**config.mk**
```make
export PLATFORM = sky130hd
export DESIGN_NAME = sv39pte_ctrl
export DESIGN_NICKNAME = d
export VERILOG_FILES = /design/src/rtl/sv39pte_pkg.sv /design/src/rtl/sv39pte_ctrl.sv
export SDC_FILE = /design/constraint.sdc
export NUM_CORES = 1
export LEC_CHECK = 0
export BUFFER_PORTS_ARGS = -buffer_cell sky130_fd_sc_hd__buf_2
export CELL_PAD_IN_SITES_DETAIL_PLACEMENT = 1
export CELL_PAD_IN_SITES_GLOBAL_PLACEMENT = 2
export CORE_ASPECT_RATIO = 1.4
export CORE_MARGIN = 3
export CORE_UTILIZATION = 33
export DETAILED_ROUTE_END_ITERATION = 8
export MAX_ROUTING_LAYER = met4
export PLACE_DENSITY = 0.82
export RECOVER_POWER = 50
export SETUP_SLACK_MARGIN = 0.02
export SKIP_LAST_GASP = 1
export SYNTH_ARGS = -nofsm -noshare
export SYNTH_HDL_FRONTEND = slang
export SYNTH_SLANG_ARGS = --single-unit
```
**constraint.sdc**
```tcl
create_clock -name clk -period 7.1 [get_ports clk]
set_input_delay 1.42 -clock clk [delete_from_list [all_inputs] [get_ports clk]]
set_output_delay 1.42 -clock clk [all_outputs]
set_load 0.005 [all_outputs]
```
**src/rtl/sv39pte_pkg.sv**
```systemverilog
// ----------------------------------------------------------------------------
// sv39pte_pkg
// Shared types and codes of the Sv39 page table engine: payload words,
// status and action codes, sequencer states and memory command.
// ----------------------------------------------------------------------------
package sv39pte_pkg;

  localparam int TABLE_PAGES_DEF   = 64;
  localparam int ENTRIES_PER_TABLE = 512;
  localparam int VPN_W             = 9;
  localparam int PPN_W             = 44;
  localparam int FLAGS_W           = 10;
  localparam int ENTRY_W           = PPN_W + FLAGS_W;
  localparam int PADDR_W           = 4;
  localparam int PDATA_W           = 64;

  localparam logic [1:0] ACT_MAP   = 2'd0;
  localparam logic [1:0] ACT_UNMAP = 2'd1;
  localparam logic [1:0] ACT_WALK  = 2'd2;
  localparam logic [1:0] ACT_NOP   = 2'd3;

  localparam logic [2:0] ST_OK      = 3'd0;
  localparam logic [2:0] ST_REMAP   = 3'd1;
  localparam logic [2:0] ST_NOMAP   = 3'd2;
  localparam logic [2:0] ST_BADSIZE = 3'd3;
  localparam logic [2:0] ST_NOPAGES = 3'd4;

  localparam logic [1:0] SZ_4K  = 2'd0;
  localparam logic [1:0] SZ_2M  = 2'd1;
  localparam logic [1:0] SZ_1G  = 2'd2;
  localparam logic [1:0] SZ_BAD = 2'd3;

  typedef struct packed {
    logic [1:0]         action;
    logic [38:0]        virt_addr;
    logic [PPN_W-1:0]   phys_page;
    logic [FLAGS_W-1:0] leaf_flags;
    logic [1:0]         size_code;
  } req_t;

  typedef struct packed {
    logic [2:0]         status;
    logic [PPN_W-1:0]   found_page;
    logic [FLAGS_W-1:0] found_flags;
    logic [1:0]         found_size;
  } rsp_t;

  typedef struct packed {
    logic wr;
    logic rd;
  } mem_cmd_t;

  typedef enum logic [2:0] {
    S_CLEAR,
    S_IDLE,
    S_L2,
    S_L1,
    S_L0,
    S_WRITE,
    S_RESP
  } state_t;

endpackage

```
**src/rtl/sv39pte_ctrl.sv**
```systemverilog
// ----------------------------------------------------------------------------
// sv39pte_ctrl
// Walk sequencer: clears the store after reset, reads one level per cycle,
// decides, drains queued writes and hands the result word to the output.
// ----------------------------------------------------------------------------
module sv39pte_ctrl #(
  parameter int TABLE_PAGES = sv39pte_pkg::TABLE_PAGES_DEF
) (
  input  logic                               clk,
  input  logic                               rst,
  input  logic                               req_valid,
  output logic                               req_ready,
  input  sv39pte_pkg::req_t                  req,
  output logic                               rsp_valid,
  input  logic                               rsp_ready,
  output sv39pte_pkg::rsp_t                  rsp,
  input  logic [sv39pte_pkg::PPN_W-1:0]      base,
  output sv39pte_pkg::mem_cmd_t              mem_cmd,
  output logic [$clog2(TABLE_PAGES)+sv39pte_pkg::VPN_W-1:0] mem_addr,
  output logic [sv39pte_pkg::ENTRY_W-1:0]    mem_wdata,
  input  logic [sv39pte_pkg::ENTRY_W-1:0]    mem_rdata
);

  localparam int PW    = $clog2(TABLE_PAGES);
  localparam int AW    = PW + sv39pte_pkg::VPN_W;
  localparam int CW    = $clog2(TABLE_PAGES + 1);
  localparam int DEPTH = TABLE_PAGES * sv39pte_pkg::ENTRIES_PER_TABLE;
  localparam int EW    = sv39pte_pkg::ENTRY_W;
  localparam int NW    = sv39pte_pkg::PPN_W;

  sv39pte_pkg::state_t state, state_next;

  logic [AW-1:0]  clr_cnt;
  logic [CW-1:0]  pages_used;
  logic [1:0]     w_idx;
  logic [1:0]     w_num;
  logic [AW-1:0]  w_addr [3];
  logic [EW-1:0]  w_data [3];
  logic [PW-1:0]  cur_page;

  logic [1:0]     act;
  logic [1:0]     sz;
  logic [8:0]     v2, v1, v0;
  logic [EW-1:0]  leaf;
  logic [2:0]     res_status;
  logic [EW-1:0]  res_entry;
  logic [1:0]     res_size;

  // decision of the current level
  logic           dec_read;
  logic [AW-1:0]  dec_rd_addr;
  logic [PW-1:0]  dec_rd_page;
  logic [2:0]     dec_status;
  logic [1:0]     dec_nw;
  logic [AW-1:0]  dec_w_addr [3];
  logic [EW-1:0]  dec_w_data [3];
  logic [1:0]     dec_take;
  logic           dec_found;
  logic [1:0]     dec_fsize;

  logic           e_valid, e_ptr, fol_ok;
  logic [NW-1:0]  fol_idx;
  logic [PW-1:0]  fol_page, pu_page, pu_page1;
  logic [CW-1:0]  left;
  logic [EW-1:0]  ptr_a, ptr_b;
  logic           is_map;
  logic           accept;

  assign e_valid  = mem_rdata[0];
  assign e_ptr    = (mem_rdata[3:0] == 4'b0001);
  assign fol_idx  = mem_rdata[EW-1:10] - base;
  assign fol_ok   = (fol_idx < NW'(pages_used));
  assign fol_page = fol_idx[PW-1:0];
  assign left     = CW'(TABLE_PAGES) - pages_used;
  assign pu_page  = pages_used[PW-1:0];
  assign pu_page1 = pages_used[PW-1:0] + PW'(1);
  assign ptr_a    = {base + NW'(pu_page), 10'h001};
  assign ptr_b    = {base + NW'(pu_page1), 10'h001};
  assign is_map   = (act == sv39pte_pkg::ACT_MAP);
  assign accept   = req_valid && req_ready;

  always_comb begin
    dec_read    = 1'b0;
    dec_rd_addr = '0;
    dec_rd_page = fol_page;
    dec_status  = sv39pte_pkg::ST_OK;
    dec_nw      = 2'd0;
    dec_take    = 2'd0;
    dec_found   = 1'b0;
    dec_fsize   = sv39pte_pkg::SZ_4K;
    for (int i = 0; i < 3; i++) begin
      dec_w_addr[i] = '0;
      dec_w_data[i] = '0;
    end
    case (state)
      sv39pte_pkg::S_L2: begin
        if (is_map) begin
          if (sz == sv39pte_pkg::SZ_1G) begin
            if (e_valid) begin
              dec_status = sv39pte_pkg::ST_REMAP;
            end else begin
              dec_nw = 2'd1;
              dec_w_addr[0] = {PW'(0), v2};
              dec_w_data[0] = leaf;
            end
          end else if (!e_valid) begin
            if (left < ((sz == sv39pte_pkg::SZ_4K) ? CW'(2) : CW'(1))) begin
              dec_status = sv39pte_pkg::ST_NOPAGES;
            end else begin
              dec_w_addr[0] = {PW'(0), v2};
              dec_w_data[0] = ptr_a;
              dec_w_addr[1] = {pu_page, v1};
              if (sz == sv39pte_pkg::SZ_2M) begin
                dec_nw = 2'd2;
                dec_take = 2'd1;
                dec_w_data[1] = leaf;
              end else begin
                dec_nw = 2'd3;
                dec_take = 2'd2;
                dec_w_data[1] = ptr_b;
                dec_w_addr[2] = {pu_page1, v0};
                dec_w_data[2] = leaf;
              end
            end
          end else if (!e_ptr || !fol_ok) begin
            dec_status = sv39pte_pkg::ST_REMAP;
          end else begin
            dec_read = 1'b1;
            dec_rd_addr = {fol_page, v1};
          end
        end else begin
          if (!e_valid) begin
            dec_status = sv39pte_pkg::ST_NOMAP;
          end else if (!e_ptr) begin
            dec_found = 1'b1;
            dec_fsize = sv39pte_pkg::SZ_1G;
            dec_w_addr[0] = {PW'(0), v2};
            dec_nw = (act == sv39pte_pkg::ACT_UNMAP) ? 2'd1 : 2'd0;
          end else if (!fol_ok) begin
            dec_status = sv39pte_pkg::ST_NOMAP;
          end else begin
            dec_read = 1'b1;
            dec_rd_addr = {fol_page, v1};
          end
        end
      end
      sv39pte_pkg::S_L1: begin
        if (is_map) begin
          if (sz == sv39pte_pkg::SZ_2M) begin
            if (e_valid) begin
              dec_status = sv39pte_pkg::ST_REMAP;
            end else begin
              dec_nw = 2'd1;
              dec_w_addr[0] = {cur_page, v1};
              dec_w_data[0] = leaf;
            end
          end else if (!e_valid) begin
            if (left < CW'(1)) begin
              dec_status = sv39pte_pkg::ST_NOPAGES;
            end else begin
              dec_nw = 2'd2;
              dec_take = 2'd1;
              dec_w_addr[0] = {pu_page, v0};
              dec_w_data[0] = leaf;
              dec_w_addr[1] = {cur_page, v1};
              dec_w_data[1] = ptr_a;
            end
          end else if (!e_ptr || !fol_ok) begin
            dec_status = sv39pte_pkg::ST_REMAP;
          end else begin
            dec_read = 1'b1;
            dec_rd_addr = {fol_page, v0};
          end
        end else begin
          if (!e_valid) begin
            dec_status = sv39pte_pkg::ST_NOMAP;
          end else if (!e_ptr) begin
            dec_found = 1'b1;
            dec_fsize = sv39pte_pkg::SZ_2M;
            dec_w_addr[0] = {cur_page, v1};
            dec_nw = (act == sv39pte_pkg::ACT_UNMAP) ? 2'd1 : 2'd0;
          end else if (!fol_ok) begin
            dec_status = sv39pte_pkg::ST_NOMAP;
          end else begin
            dec_read = 1'b1;
            dec_rd_addr = {fol_page, v0};
          end
        end
      end
      sv39pte_pkg::S_L0: begin
        if (is_map) begin
          if (e_valid) begin
            dec_status = sv39pte_pkg::ST_REMAP;
          end else begin
            dec_nw = 2'd1;
            dec_w_addr[0] = {cur_page, v0};
            dec_w_data[0] = leaf;
          end
        end else begin
          if (!e_valid) begin
            dec_status = sv39pte_pkg::ST_NOMAP;
          end else begin
            dec_found = 1'b1;
            dec_fsize = sv39pte_pkg::SZ_4K;
            dec_w_addr[0] = {cur_page, v0};
            dec_nw = (act == sv39pte_pkg::ACT_UNMAP) ? 2'd1 : 2'd0;
          end
        end
      end
      default: begin
      end
    endcase
  end

  // next state
  always_comb begin
    state_next = state;
    unique case (state)
      sv39pte_pkg::S_CLEAR: begin
        if (clr_cnt == AW'(DEPTH - 1)) state_next = sv39pte_pkg::S_IDLE;
      end
      sv39pte_pkg::S_IDLE: begin
        if (accept) begin
          if ((req.action == sv39pte_pkg::ACT_MAP && req.size_code == sv39pte_pkg::SZ_BAD)
              || req.action == sv39pte_pkg::ACT_NOP) begin
            state_next = sv39pte_pkg::S_RESP;
          end else begin
            state_next = sv39pte_pkg::S_L2;
          end
        end
      end
      sv39pte_pkg::S_L2, sv39pte_pkg::S_L1, sv39pte_pkg::S_L0: begin
        if (dec_read) begin
          state_next = (state == sv39pte_pkg::S_L2) ? sv39pte_pkg::S_L1 : sv39pte_pkg::S_L0;
        end else if (dec_nw != 2'd0) begin
          state_next = sv39pte_pkg::S_WRITE;
        end else begin
          state_next = sv39pte_pkg::S_RESP;
        end
      end
      sv39pte_pkg::S_WRITE: begin
        if (w_idx == w_num - 2'd1) state_next = sv39pte_pkg::S_RESP;
      end
      sv39pte_pkg::S_RESP: begin
        if (!rsp_valid || rsp_ready) state_next = sv39pte_pkg::S_IDLE;
      end
      default: state_next = sv39pte_pkg::S_CLEAR;
    endcase
  end

  // memory and handshake outputs
  always_comb begin
    mem_cmd   = '0;
    mem_addr  = '0;
    mem_wdata = '0;
    req_ready = 1'b0;
    unique case (state)
      sv39pte_pkg::S_CLEAR: begin
        mem_cmd.wr = 1'b1;
        mem_addr   = clr_cnt;
      end
      sv39pte_pkg::S_IDLE: begin
        req_ready  = 1'b1;
        mem_cmd.rd = 1'b1;
        mem_addr   = {PW'(0), req.virt_addr[38:30]};
      end
      sv39pte_pkg::S_L2, sv39pte_pkg::S_L1, sv39pte_pkg::S_L0: begin
        mem_cmd.rd = dec_read;
        mem_addr   = dec_rd_addr;
      end
      sv39pte_pkg::S_WRITE: begin
        mem_cmd.wr = 1'b1;
        mem_addr   = w_addr[w_idx];
        mem_wdata  = w_data[w_idx];
      end
      sv39pte_pkg::S_RESP: begin
      end
      default: begin
      end
    endcase
  end

  always_ff @(posedge clk) begin
    if (rst) begin
      state      <= sv39pte_pkg::S_CLEAR;
      clr_cnt    <= '0;
      pages_used <= CW'(1);
      w_idx      <= '0;
      w_num      <= '0;
      rsp_valid  <= 1'b0;
    end else begin
      state <= state_next;
      if (state == sv39pte_pkg::S_CLEAR) clr_cnt <= clr_cnt + AW'(1);
      if (state == sv39pte_pkg::S_L2 || state == sv39pte_pkg::S_L1
          || state == sv39pte_pkg::S_L0) begin
        pages_used <= pages_used + CW'(dec_take);
        w_num      <= dec_nw;
        w_idx      <= '0;
      end
      if (state == sv39pte_pkg::S_WRITE) w_idx <= w_idx + 2'd1;
      if (state == sv39pte_pkg::S_RESP && (!rsp_valid || rsp_ready)) begin
        rsp_valid <= 1'b1;
      end else if (rsp_ready) begin
        rsp_valid <= 1'b0;
      end
    end
  end

  // payload: held item, decision results, output word
  always_ff @(posedge clk) begin
    if (accept) begin
      act  <= req.action;
      sz   <= req.size_code;
      v2   <= req.virt_addr[38:30];
      v1   <= req.virt_addr[29:21];
      v0   <= req.virt_addr[20:12];
      leaf <= {req.phys_page, req.leaf_flags};
      res_entry <= '0;
      res_size  <= sv39pte_pkg::SZ_4K;
      res_status <= (req.action == sv39pte_pkg::ACT_MAP && req.size_code == sv39pte_pkg::SZ_BAD)
                    ? sv39pte_pkg::ST_BADSIZE : sv39pte_pkg::ST_OK;
    end
    if (state == sv39pte_pkg::S_L2 || state == sv39pte_pkg::S_L1
        || state == sv39pte_pkg::S_L0) begin
      cur_page   <= dec_rd_page;
      res_status <= dec_status;
      if (dec_found && act == sv39pte_pkg::ACT_WALK) begin
        res_entry <= mem_rdata;
        res_size  <= dec_fsize;
      end
      for (int i = 0; i < 3; i++) begin
        w_addr[i] <= dec_w_addr[i];
        w_data[i] <= dec_w_data[i];
      end
    end
    if (state == sv39pte_pkg::S_RESP && (!rsp_valid || rsp_ready)) begin
      rsp.status      <= res_status;
      rsp.found_page  <= res_entry[EW-1:10];
      rsp.found_flags <= res_entry[9:0];
      rsp.found_size  <= res_size;
    end
  end

endmodule

```
==> summary.txt <==
Synth
  • Post-synthesis adder-cell area fraction: 3.89%
  • Simple-Gate Fraction of Synth Area: 18.3%
  • Avg Cell Area, Syn: 9.65 µm²
  • XOR/XNOR Fraction of Synth Area: 3.74%
  • Sequential share of the synthesized area: around half
  • EDFF count, synth: 360
  • Ys Warns: 0
  • Synth Instances: 2548
  • Post-synthesis mux area share: about 3.7%
  • Main combinational cell family by area after synthesis: simple AND/OR/NAND/NOR gates
  • Synth Flop Type: edfxtp_1
  • Synth Register Bits: around 450
  • Ys async rst share: 0%
  • Fraction of the mapped netlist area in compound gates: 15.5%
  • Mapped Nets: roughly 2800
  • Mapped cell area: between 20000 and 25000 µm²
  • Netlist cell types: 75

GRT
  • Largest net degree at the start of global routing: 146
  • Tot GR Track Use: 24.2%
  • Number of global-route vias before repair: 22400
  • Initial antenna violation count: 16
  • First-pass GRT wire length: 140000 µm
  • Grt ovf: 0

Place
  • Placed cells: 3763
  • Port Buffers: 318
  • Placement Cell Area: approximately 28000 µm²
  • DP HPWL: 71500 µm
  • Worst slack, placed: -0.796 ns
  • GPL Wtd Cong: 0.934

STA
  • Fin Hold WS: 0.424 ns
  • Final setup viols: 3
  • Post-route setup slack: -0.239 ns
  • Final hold violation count: 0
  • Unrepaired setup endpoints after global routing: yes
  • Final period util: 103%
  • Highest clock rate: 136 MHz
  • Final setup skew: 0.0301 ns
  • Fin. max-slew vios: approximately 280
  • Setup_tns: -0.668 ns
  • Slew headroom: -140%
  • Least-Margin Pin Slew: 3.60 ns
  • Shortest period the worst path allows: 7.34 ns

Finish
  • Layout overhead on the synthesized area: 20.5%
  • Final core utilization: 40.4%
  • Non-Filler Instances: 3886
  • Fin nets: 3149
  • Fraction of layout cells with a size suffix above 1: between 15 and 20%
  • Post-route cell area: a little under 30000 µm²

Worst setup path
  • Crit-path cells: buf_8 -> inv_4 -> ha_4 -> fa_2 -> nand2b_4 -> nand2b_4 -> a21oi_4 -> xnor2_2 -> ha_1 -> a21o_1 -> a21o_1 -> a2111o_1 -> or4_4 -> or4b_4 -> nor4_4 -> nand3_1 -> nor4_2 -> nand4_1 -> nor3_2 -> buf_4 -> a31o_4 -> buf_6
  • Worst EP arrival: around 5.9 ns
  • Crit-path slowest cell: or4b_4
  • CP startpoint kind: input pin
  • Slowest Stage Delay on Critical Path: 0.54 ns
  • Setup Crit Path Kind: input pin to output pin
  • Worst EP required: ~5.7 ns
  • CP Max Fanout: 3
  • Crit end category: output pin

Power and ir drop
  • PD cells: 213 nW/µm²
  • Maximum vdd drop: around 0.00025 V
  • Total power: 6.32 mW
  • Lkg Pwr: 10.8 nW

Drt
  • Detailed Route Iter0 Violations: roughly 1300
  • ANT nets after route: 0
  • Vias per cell: 5.51
  • Total routed wirelength: 95100 µm
  • Wire per inst: 24.5 µm
  • DRC viols: 0
  • Pre-antenna DRT Iters: 7
  • Via count: 21400

Floorplanning
  • Die W: 237 µm
  • DIE AREA: between 70000 and 80000 µm²
  • # rows: 117
  • Initial core utilization: 33.5%
  • I/O Pins: 331
  • Die Span Y: 329 µm
  • Core area: roughly 73000 µm²

Worst hold path
  • Hold Crit Class: flop to flop

Clock network
  • Clock buffer depth: 3
  • Reg clk slew, reported paths: 0.06 ns
  • H-tree Lvls: 2
  • Clock tree from TritonCTS: yes
  • Clock Sinks: 448
  • Clock root buffer: clkbuf_16
  • Later-pin clock latency in the skew report: roughly 0.63 ns
  • CTS Buf Count: 48

Status
  • Status: finished with violations
  • Violated checks: max-capacitance violations, max-slew violations, negative setup slack

Flow run
  • Max Cap Viol: 4
## flip-flops by register name, summed over array words and instances (netlist names), named ones only
signal      flops
act             2
res_entry      54
state           3
rsp            59
pages_used      7
rsp_valid       1
clr_cnt        15
v0              9
v2              9
leaf           54
w_idx           2
cur_page        6
sz              2
w_addr         45
res_size        2
res_status      3
w_data        162
v1              9
w_num           2
## critical path, delay by kind of cell
family | cells | cell delay (ns)
XOR/XNOR | 1 | 0.21
buffers and inverters | 4 | 0.39
AND/OR/NAND/NOR | 9 | 2.16
adder cells (fa/ha/maj) | 3 | 0.82
AO/OA/AOI/OAI | 5 | 0.90
## metal layers
layer	vias to the layer above	track usage, %	wire length (µm)
li1	9921	-	-
met1	10700	28.0	38600
met2	615	42.4	48200
met3	158	3.56	4440
met4	0	9.10	3930
met5	-	-	0
## worst paths after layout
kind         slack (ns)  depth (start not counted)             to          start
max               -0.24                         22    mem_addr[9]  mem_rdata[10]
min                0.42                          0        rsp[17]  res_entry[15]
max reg2reg        0.43                          6  w_data[2][31]       state[1]
min reg2reg        0.42                          0        rsp[17]  res_entry[15]
## power by group
part           switching (mW)  internal [mW]  leakage (nW)
Sequential             0.0139           2.84          4.19
Clock                    1.14           1.58         0.811
Combinational           0.466          0.285          5.79
## synthesized netlist by cell type (all sizes together) (24+ instances only)
| cell type | number | share of area, % |
|---|---|---|
| clkbuf | 129 | 2.0 |
| nand3 | 37 | 0.75 |
| mux2i | 90 | 3.7 |
| buf | 24 | 0.46 |
| xnor2 | 83 | 3.0 |
| edfxtp | 360 | 44 |
| ha | 70 | 3.6 |
| and2 | 92 | 2.3 |
| nand2 | 311 | 4.7 |
| or3 | 34 | 0.86 |
| nor2 | 274 | 4.2 |
| nand4 | 49 | 1.2 |
| o22ai | 47 | 1.2 |
| o21ai | 204 | 4.2 |
| inv | 91 | 1.4 |
| dfxtp | 88 | 7.2 |
| a21oi | 191 | 4.0 |
| nor3 | 52 | 1.1 |
## logic make-up after synthesis
| family | Yosys count |
|---|---|
| and+or+nand+nor | 958 |
| xor gates and xnor gates | 105 |
| buffers and inverters | 246 |
| DFF | 448 |
| muxes | 90 |
| adders and majority gates | 74 |
| AOI/OAI and AO/OA | 627 |
## layout make-up
class | count | area [µm²]
Inverter | 93 | 358
Clock inverter | 20 | 315
Antenna cell | 18 | 45.0
Clock buffer | 70 | 1380
Fill cell | 8446 | 43700
Tap cell | 952 | 1190
Sequential cell | 448 | 12600
Multi-Input combinational cell | 1854 | 11400
Timing Repair Buffer | 431 | 2380
## layout by cell type, fill, tap and decap left out, drive strengths merged, types with 17 or more instances in the layout
cell    count
edfxtp    360
buf       355
nand2     311
nor2      274
o21ai     204
a21oi     191
clkbuf    146
and2       92
inv        92
mux2i      90
dfxtp      88
xnor2      83
ha         70
nor3       52
nand4      49
o22ai      47
nand3      37
or3        34
xor2       22
nor4       22
o21a       20
diode      18
and3       17
## repair_timing
item                                   4_1_cts  5_1_grt
buffers inserted                            10        4
resized for setup                           33       29
setup endpoints to repair                   16       16
hold buffers                                 0        0
pin swaps                                   20       12
cloned                                       1        0
endpoints found under the hold margin        0        0
Power figures use the tool's default switching activity.
